[src/rtl/lchs_pkg.sv]
// shared types, constants and helpers for the lba to chs position block
`default_nettype none

package lchs_pkg;

    localparam int LBA_W   = 32;
    localparam int GEOM_W  = 8;
    localparam int STEP_W  = 5;
    localparam int ADDR_W  = 3;
    localparam int DATA_W  = 32;

    // register indexes
    localparam logic REG_HEAD_COUNT        = 1'b0;
    localparam logic REG_SECTORS_PER_TRACK = 1'b1;

    // function codes
    localparam logic FUNC_LOAD    = 1'b0;
    localparam logic FUNC_ADVANCE = 1'b1;

    // geometry as used by the datapath (zero forced to one)
    typedef struct packed {
        logic [GEOM_W-1:0] heads;
        logic [GEOM_W-1:0] spt;
    } geom_t;

    typedef struct packed {
        logic start;
    } div_ctrl_t;

    typedef struct packed {
        logic done;
    } div_stat_t;

    function automatic logic [GEOM_W-1:0] eff_geom(input logic [GEOM_W-1:0] v);
        eff_geom = (v == '0) ? GEOM_W'(1) : v;
    endfunction

endpackage

`default_nettype wire

[src/rtl/lchs_regs.sv]
// apb configuration registers for head count and sectors per track
`default_nettype none

module lchs_regs
(
    input  wire logic                          clk,
    input  wire logic                          rst_n,
    input  wire logic                          psel,
    input  wire logic                          penable,
    input  wire logic                          pwrite,
    input  wire logic [lchs_pkg::ADDR_W-1:0]   paddr,
    input  wire logic [lchs_pkg::DATA_W-1:0]   pwdata,
    output logic      [lchs_pkg::DATA_W-1:0]   prdata,
    output logic                               pready,
    output lchs_pkg::geom_t                    geom
);

    logic [lchs_pkg::GEOM_W-1:0] head_count_reg;
    logic [lchs_pkg::GEOM_W-1:0] spt_reg;
    logic                        wr_en;
    logic                        reg_idx;

    assign pready  = 1'b1;
    assign reg_idx = paddr[2];
    assign wr_en   = psel && penable && pwrite && pready;

    always_ff @(posedge clk or negedge rst_n)
    begin
        if (!rst_n)
        begin
            head_count_reg <= lchs_pkg::GEOM_W'(1);
            spt_reg        <= lchs_pkg::GEOM_W'(1);
        end
        else if (wr_en)
        begin
            case (reg_idx)
                lchs_pkg::REG_HEAD_COUNT:        head_count_reg <= pwdata[lchs_pkg::GEOM_W-1:0];
                lchs_pkg::REG_SECTORS_PER_TRACK: spt_reg        <= pwdata[lchs_pkg::GEOM_W-1:0];
                default:                         ;
            endcase
        end
    end

    always_comb
    begin
        case (reg_idx)
            lchs_pkg::REG_HEAD_COUNT:
                prdata = {{(lchs_pkg::DATA_W-lchs_pkg::GEOM_W){1'b0}}, head_count_reg};
            lchs_pkg::REG_SECTORS_PER_TRACK:
                prdata = {{(lchs_pkg::DATA_W-lchs_pkg::GEOM_W){1'b0}}, spt_reg};
            default:
                prdata = '0;
        endcase
    end

    assign geom.heads = lchs_pkg::eff_geom(head_count_reg);
    assign geom.spt   = lchs_pkg::eff_geom(spt_reg);

endmodule

`default_nettype wire

[src/rtl/lchs_divider.sv]
// radix-2 restoring divider, 32-bit dividend by 8-bit divisor, one bit per cycle
`default_nettype none

module lchs_divider
(
    input  wire logic                          clk,
    input  wire logic                          rst_n,
    input  wire lchs_pkg::div_ctrl_t           ctrl,
    input  wire logic [lchs_pkg::LBA_W-1:0]    dividend,
    input  wire logic [lchs_pkg::GEOM_W-1:0]   divisor,
    output lchs_pkg::div_stat_t                stat,
    output logic      [lchs_pkg::LBA_W-1:0]    quotient,
    output logic      [lchs_pkg::GEOM_W-1:0]   remainder
);

    logic                          busy_reg;
    logic                          done_reg;
    logic [lchs_pkg::STEP_W-1:0]   cnt_reg;
    logic [lchs_pkg::LBA_W-1:0]    quo_reg;
    logic [lchs_pkg::GEOM_W-1:0]   rem_reg;
    logic [lchs_pkg::GEOM_W-1:0]   div_reg;

    logic [lchs_pkg::GEOM_W:0]     shifted;
    logic [lchs_pkg::GEOM_W:0]     trial;
    logic                          ge;
    logic [lchs_pkg::GEOM_W-1:0]   rem_next;
    logic [lchs_pkg::LBA_W-1:0]    quo_next;

    // bring in the next dividend bit and try the subtract
    always_comb
    begin
        shifted  = {rem_reg, quo_reg[lchs_pkg::LBA_W-1]};
        trial    = shifted - {1'b0, div_reg};
        ge       = (shifted >= {1'b0, div_reg});
        rem_next = ge ? trial[lchs_pkg::GEOM_W-1:0] : shifted[lchs_pkg::GEOM_W-1:0];
        quo_next = {quo_reg[lchs_pkg::LBA_W-2:0], ge};
    end

    always_ff @(posedge clk or negedge rst_n)
    begin
        if (!rst_n)
        begin
            busy_reg <= 1'b0;
            done_reg <= 1'b0;
            cnt_reg  <= '0;
        end
        else
        begin
            done_reg <= 1'b0;
            if (ctrl.start)
            begin
                busy_reg <= 1'b1;
                cnt_reg  <= '0;
            end
            else if (busy_reg)
            begin
                cnt_reg <= cnt_reg + lchs_pkg::STEP_W'(1);
                if (cnt_reg == {lchs_pkg::STEP_W{1'b1}})
                begin
                    busy_reg <= 1'b0;
                    done_reg <= 1'b1;
                end
            end
        end
    end

    always_ff @(posedge clk)
    begin
        if (ctrl.start)
        begin
            quo_reg <= dividend;
            rem_reg <= '0;
            div_reg <= divisor;
        end
        else if (busy_reg)
        begin
            quo_reg <= quo_next;
            rem_reg <= rem_next;
        end
    end

    assign stat.done = done_reg;
    assign quotient  = quo_reg;
    assign remainder = rem_reg;

endmodule

`default_nettype wire

[src/rtl/disk_lba_to_chs_position.sv]
// top level: disk position keeper, lba to cylinder/head/sector with sector advance
// load: result after two passes through the shared bit-serial divider
//   (32 steps each), first lba / spt, then track / heads
// advance: result valid in the cycle after the input transaction, no divider use
// throughput: one advance per cycle, a load takes no new input until both passes end; input stalls
//   while a load is dividing or a result waits
// reset: rst_n asynchronous active low, position clears to zero, geometry to one
`default_nettype none

module disk_lba_to_chs_position
(
    input  wire logic                          clk,
    input  wire logic                          rst_n,
    // input transaction
    input  wire logic                          in_valid,
    output logic                               in_stall,
    input  wire logic                          func,
    input  wire logic [lchs_pkg::LBA_W-1:0]    logical_block,
    // result transaction
    output logic                               out_valid,
    input  wire logic                          out_stall,
    output logic      [lchs_pkg::LBA_W-1:0]    cylinder,
    output logic      [lchs_pkg::GEOM_W-1:0]   head,
    output logic      [lchs_pkg::GEOM_W-1:0]   sector,
    // configuration
    input  wire logic                          psel,
    input  wire logic                          penable,
    input  wire logic                          pwrite,
    input  wire logic [lchs_pkg::ADDR_W-1:0]   paddr,
    input  wire logic [lchs_pkg::DATA_W-1:0]   pwdata,
    output logic      [lchs_pkg::DATA_W-1:0]   prdata,
    output logic                               pready
);

    // sequencer states
    localparam logic [1:0] ST_IDLE      = 2'd0;
    localparam logic [1:0] ST_DIV_SPT   = 2'd1;  // lba / spt in flight
    localparam logic [1:0] ST_DIV_HEADS = 2'd2;  // track / heads in flight

    lchs_pkg::geom_t               geom;
    lchs_pkg::div_ctrl_t           div_ctrl;
    lchs_pkg::div_stat_t           div_stat;
    logic [lchs_pkg::LBA_W-1:0]    div_dividend;
    logic [lchs_pkg::GEOM_W-1:0]   div_divisor;
    logic [lchs_pkg::LBA_W-1:0]    div_quo;
    logic [lchs_pkg::GEOM_W-1:0]   div_rem;

    logic [1:0]                    state_reg;
    logic [1:0]                    state_next;
    logic                          out_valid_reg;
    logic                          out_valid_next;
    logic [lchs_pkg::LBA_W-1:0]    cyl_reg;
    logic [lchs_pkg::LBA_W-1:0]    cyl_next;
    logic [lchs_pkg::GEOM_W-1:0]   head_reg;
    logic [lchs_pkg::GEOM_W-1:0]   head_next;
    logic [lchs_pkg::GEOM_W-1:0]   sec_reg;
    logic [lchs_pkg::GEOM_W-1:0]   sec_next;

    logic                          in_fire;
    logic                          out_fire;
    logic [lchs_pkg::GEOM_W:0]     sec_inc;
    logic [lchs_pkg::GEOM_W:0]     head_inc;

    lchs_regs u_regs
    (
        .clk     (clk),
        .rst_n   (rst_n),
        .psel    (psel),
        .penable (penable),
        .pwrite  (pwrite),
        .paddr   (paddr),
        .pwdata  (pwdata),
        .prdata  (prdata),
        .pready  (pready),
        .geom    (geom)
    );

    lchs_divider u_div
    (
        .clk       (clk),
        .rst_n     (rst_n),
        .ctrl      (div_ctrl),
        .dividend  (div_dividend),
        .divisor   (div_divisor),
        .stat      (div_stat),
        .quotient  (div_quo),
        .remainder (div_rem)
    );

    // a new item only enters when idle and the result slot is free or draining
    assign out_fire = out_valid_reg && !out_stall;
    assign in_stall = (state_reg != ST_IDLE) || (out_valid_reg && out_stall);
    assign in_fire  = in_valid && !in_stall;

    // next sector and head, 9 bits wide so the compare sees the carry
    assign sec_inc  = {1'b0, sec_reg}  + (lchs_pkg::GEOM_W+1)'(1);
    assign head_inc = {1'b0, head_reg} + (lchs_pkg::GEOM_W+1)'(1);

    always_comb
    begin
        state_next     = state_reg;
        out_valid_next = out_fire ? 1'b0 : out_valid_reg;
        cyl_next       = cyl_reg;
        head_next      = head_reg;
        sec_next       = sec_reg;
        div_ctrl.start = 1'b0;
        div_dividend   = logical_block;
        div_divisor    = geom.spt;

        case (state_reg)
            ST_IDLE:
            begin
                if (in_fire)
                begin
                    if (func == lchs_pkg::FUNC_LOAD)
                    begin
                        // first pass: sector = lba mod spt, track = lba / spt
                        div_ctrl.start = 1'b1;
                        state_next     = ST_DIV_SPT;
                    end
                    else
                    begin
                        // advance; >= so a position past shrunk geometry wraps too
                        out_valid_next = 1'b1;
                        if (sec_inc >= {1'b0, geom.spt})
                        begin
                            sec_next = '0;
                            if (head_inc >= {1'b0, geom.heads})
                            begin
                                head_next = '0;
                                cyl_next  = cyl_reg + lchs_pkg::LBA_W'(1);
                            end
                            else
                            begin
                                head_next = head_inc[lchs_pkg::GEOM_W-1:0];
                            end
                        end
                        else
                        begin
                            sec_next = sec_inc[lchs_pkg::GEOM_W-1:0];
                        end
                    end
                end
            end
            ST_DIV_SPT:
            begin
                if (div_stat.done)
                begin
                    // second pass: head = track mod heads, cylinder = track / heads
                    sec_next       = div_rem;
                    div_dividend   = div_quo;
                    div_divisor    = geom.heads;
                    div_ctrl.start = 1'b1;
                    state_next     = ST_DIV_HEADS;
                end
            end
            ST_DIV_HEADS:
            begin
                if (div_stat.done)
                begin
                    cyl_next       = div_quo;
                    head_next      = div_rem;
                    out_valid_next = 1'b1;
                    state_next     = ST_IDLE;
                end
            end
            default:
            begin
                state_next = ST_IDLE;
            end
        endcase
    end

    always_ff @(posedge clk or negedge rst_n)
    begin
        if (!rst_n)
        begin
            state_reg     <= ST_IDLE;
            out_valid_reg <= 1'b0;
            cyl_reg       <= '0;
            head_reg      <= '0;
            sec_reg       <= '0;
        end
        else
        begin
            state_reg     <= state_next;
            out_valid_reg <= out_valid_next;
            cyl_reg       <= cyl_next;
            head_reg      <= head_next;
            sec_reg       <= sec_next;
        end
    end

    // position registers double as the result register; they hold while a result waits
    assign out_valid = out_valid_reg;
    assign cylinder  = cyl_reg;
    assign head      = head_reg;
    assign sector    = sec_reg;

endmodule

`default_nettype wire

[config.mk]
export PLATFORM = sky130hd
export DESIGN_NAME = disk_lba_to_chs_position
export DESIGN_NICKNAME = d
export VERILOG_FILES = /design/src/rtl/lchs_pkg.sv /design/src/rtl/lchs_regs.sv /design/src/rtl/lchs_divider.sv /design/src/rtl/disk_lba_to_chs_position.sv
export SDC_FILE = /design/constraint.sdc
export NUM_CORES = 1
export LEC_CHECK = 0
export ABC_AREA = 1
export BUFFER_PORTS_ARGS = -buffer_cell sky130_fd_sc_hd__buf_4
export CAP_MARGIN = 30
export CORE_ASPECT_RATIO = 1.1
export CORE_MARGIN = 2
export CORE_UTILIZATION = 40
export DETAILED_ROUTE_END_ITERATION = 8
export GPL_TIMING_DRIVEN = 0
export PLACE_DENSITY_LB_ADDON = 0.15
export SYNTH_ARGS = -nofsm -noshare
export SYNTH_HDL_FRONTEND = slang
export SYNTH_SLANG_ARGS = --single-unit
[constraint.sdc]
create_clock -name clk -period 3.3 [get_ports clk]
set_clock_uncertainty 0.1 [all_clocks]
set_input_delay 0 -clock clk [delete_from_list [all_inputs] [get_ports clk]]
set_output_delay 0 -clock clk [all_outputs]
set_load 0.01 [all_outputs]
==> results.md <==
- Crit end category: flop
- DRC violations left: 0
- Clk sink count: 122
- DP HPWL: around 18 mm
- # rows: 54
- Core area: 0.0197 sq mm
- Share of cells above drive strength 1: 16.1%
- Cell area power density: 538 mW/mm^2
- Tightest Pin Transition: 893 ps
- Synth area leader: nand2_1
- WL final: 23.4 mm
- Die span in y: roughly 150 microns
- Initial Util: between 40 and 50%
- EDFF count, synth: 40
- R2R setup slack: ~330 ps
- Setup-failing EPs final: 0
- Minimum clock period: around 3000 ps
- Switching pwr: 1.89 mW
- Syn_area_per_cell: slightly above 7 sq um
- Internal: roughly 3.6 mW
- Critical-path top delay cell: dfrtp_1
- Status: complete, no violations
- Reg2reg start: sector[0]
- IO Count: around 160
- Slew margin rel.: about two fifths
- Worst vdd ir: 500 uV
- CP dominant cell by count: nand2_1
- Switch share: between 30% and 40%
- Max-Cap Viols: 0
- Leakage: 5.11 nW
- Post-route insts no fill: 1569
- H-tree levels: 4
- Top-count cell post-synth: nand2_1
- Hold crit path type: input port to flop
- Seq/Total Area, Yosys: about two fifths
- Gpl congestion: roughly 0.9
- Final Cell Area: between 0.01 and 0.015 sq mm
- Arr. time, crit path: roughly 3200 ps
- CTS Buffer Depth: 2
- Cell Chain, Critical Path: ha_1 -> nand3_1 -> xor2_1 -> ha_1 -> nand2_1 -> inv_1 -> nand2_1 -> nand3_1 -> nand2_1 -> nand2_1 -> nand2_2 -> nand3_2 -> nand3_2 -> buf_2 -> nand2_1 -> nand2_1
- CTS tree: yes
- Overall Power: 5.48 mW
- Post-CTS setup buffer count: 0
- Req. time, crit path: 3560 ps
- Synth Flop Type: dfrtp_1
- Yosys top cell area share: 22.8%
- Yosys warns: 0
- First-pass GRT wire length: about 38 mm
- Critical path buffers and inverters: 2
- Mean routed wirelength per cell: 14.9 microns
- WHS Endpoint: u_regs.head_count_reg[0]
- Gate Count Post-Synth: around 1100
- Total GRT Usage: around 23%
- Post-placement cell count: 1492
- Max Fclk: ~0.34 GHz
- Tcrit/Tclk final: around nine tenths
- Detail Route Antenna Nets: 0
- Global route overflow: 0
- PortBufs: roughly 110
- Via Count: around 7700
- Pin count of the biggest net entering global routing: 65
- Cts bufs inserted: 17
- Combinational share of power: just under 30%
- Final slew viol count: 0
- Worst-Skew Late Latency: roughly 430 ps
- Synth top area cells: nand2_1 (23%), dfrtp_1 (23%), edfxtp_1 (15%)
- Clock transition at path regs: 60 ps
- Full die area: around 0.021 sq mm
- RSZ-0062 raised after global routing: no
- Distinct cells, synth: 46
- Routed vias/inst: a little under 5
- Register share of total power: 37.7%
- Commonest cells post-synth: nand2_1 (481), inv_1 (83), nor2_1 (83)
- P&R area growth vs syn: 28.3%
- CP peak stage delay: between 400 and 500 ps
- Chip width: 138 microns
- R2r endpoint: cylinder[23]
- Vias in the first global route: 7499
- Hold path cells: 5
- Post-synth ARST share: a little over 60%
- Setup TNS: 0 ps
- Top Family by Delay on Critical Path: simple AND/OR/NAND/NOR gates
- Drt pass-1 iters: 6
- Clock share of power: approximately 33%
- Hold path start: penable
- Antenna diodes: 0
- FF+latch count, synth: roughly 120
- Fin nets: around 1400
- Root cell of the clock tree: clkbuf_16
- Placed inst area: between 0.009 and 0.01 sq mm
- Hold Fails Final Rpt: 0
- Worst setup path category: flop to flop
- DRT iter0 DRCs: between 500 and 600
- Critical-path maximum fanout: 10
- Antenna violations before repair: 0
- Synthesized cell area: approximately 0.0079 sq mm
- Crit start category: flop
- Reg2Reg Depth: 16
==> stage by stage <==
step                hold slack [ps]  utilization (%)  setup slack (ps)
detailed placement             -246             46.5               288
CTS                            34.0             51.7               271
global placement                133             46.4             -94.2
floorplan                      -396                -               476
finish                         40.4             51.7               333
global route                   93.2             51.7              66.2
==> kinds of logic (layout without fill, tap and decap cells) <==
kind of cell | Yosys count | in the layout | share of synthesized area, %
buffers and inverters | 148 | 331 | 8.56
other | 2 | 25 | 0.0948
and+or+nand+nor | 684 | 684 | 36.4
xor gates and xnor gates | 22 | 22 | 2.43
adders and majority gates | 30 | 30 | 4.83
AOI/OAI and AO/OA | 103 | 103 | 7.07
DFF | 122 | 122 | 40.6
==> tightest hold or removal path, delay by kind of cell <==
kind            cells  cell delay, ps
simple gates        3             410
buf+inv             1              70
compound gates      1              70
==> power by group through the flow <==
stage               logic [mW]  clock network, mW  registers, mW
floorplan                 1.07                  0           2.02
global placement          1.52                  0           2.09
detailed placement        1.54                  0           2.09
CTS                       1.59               1.83           2.06
global route              1.82               1.90           2.09
finish                    1.59               1.82           2.06
==> metal layers <==
layer	part of all wire, %	vias up	track usage (%)
met5	0	-	0
met3	4.6	40	3.87
met1	43	3543	28.0
li1	-	3916	-
met4	2.0	0	7.35
met2	50	203	41.6
==> cells in the final DEF (no fill, tap or decap), types with 4 or more instances in the layout <==
| master | netlist | final |
|---|---|---|
| o21ai_0 | 65 | 65 |
| nand3b_1 | 21 | 21 |
| edfxtp_1 | 40 | 40 |
| clkbuf_16 | 0 | 17 |
| conb_1 | 2 | 25 |
| or2_2 | 4 | 4 |
| ha_1 | 29 | 29 |
| nand2_2 | 4 | 5 |
| nand2_1 | 481 | 480 |
| dlygate4sd3_1 | 0 | 45 |
| xnor2_1 | 9 | 9 |
| xor2_1 | 13 | 13 |
| nand4_1 | 39 | 39 |
| dfxtp_1 | 8 | 8 |
| inv_1 | 83 | 83 |
| inv_2 | 5 | 5 |
| nand3_1 | 34 | 34 |
| buf_4 | 25 | 130 |
| buf_2 | 19 | 19 |
| dfrtp_1 | 72 | 72 |
| clkbuf_1 | 12 | 12 |
| nor2_1 | 83 | 83 |
| a21oi_1 | 25 | 25 |
| inv_6 | 0 | 4 |
==> worst max path at each step <==
stage | from | end | cells after the start
after floorplan | state_reg[1] | u_div.quotient[0] | 9
after global placement | out_valid | u_div.quotient[3] | 9
after detailed placement | sector[0] | cylinder[23] | 16
after CTS | sector[0] | cylinder[23] | 16
after global routing | sector[0] | cylinder[25] | 14
final | sector[0] | cylinder[23] | 16
==> area by class of cell <==
cell class | instances | area [sq um]
Fill cell | 1976 | 9490
Inverter | 91 | 347
Buffer | 57 | 332
Clock inverter | 13 | 115
Timing Repair Buffer | 151 | 1270
Multi-Input combinational cell | 864 | 4130
Clock buffer | 19 | 453
Tap cell | 252 | 315
Sequential cell | 122 | 3220
==> repair_timing <==
action	CTS	global route
endpoints found under the hold margin	124	0
endpoints found under the setup margin	0	15
hold buffers	45	0
resized for setup	0	1
Power figures use the tool's default switching activity.
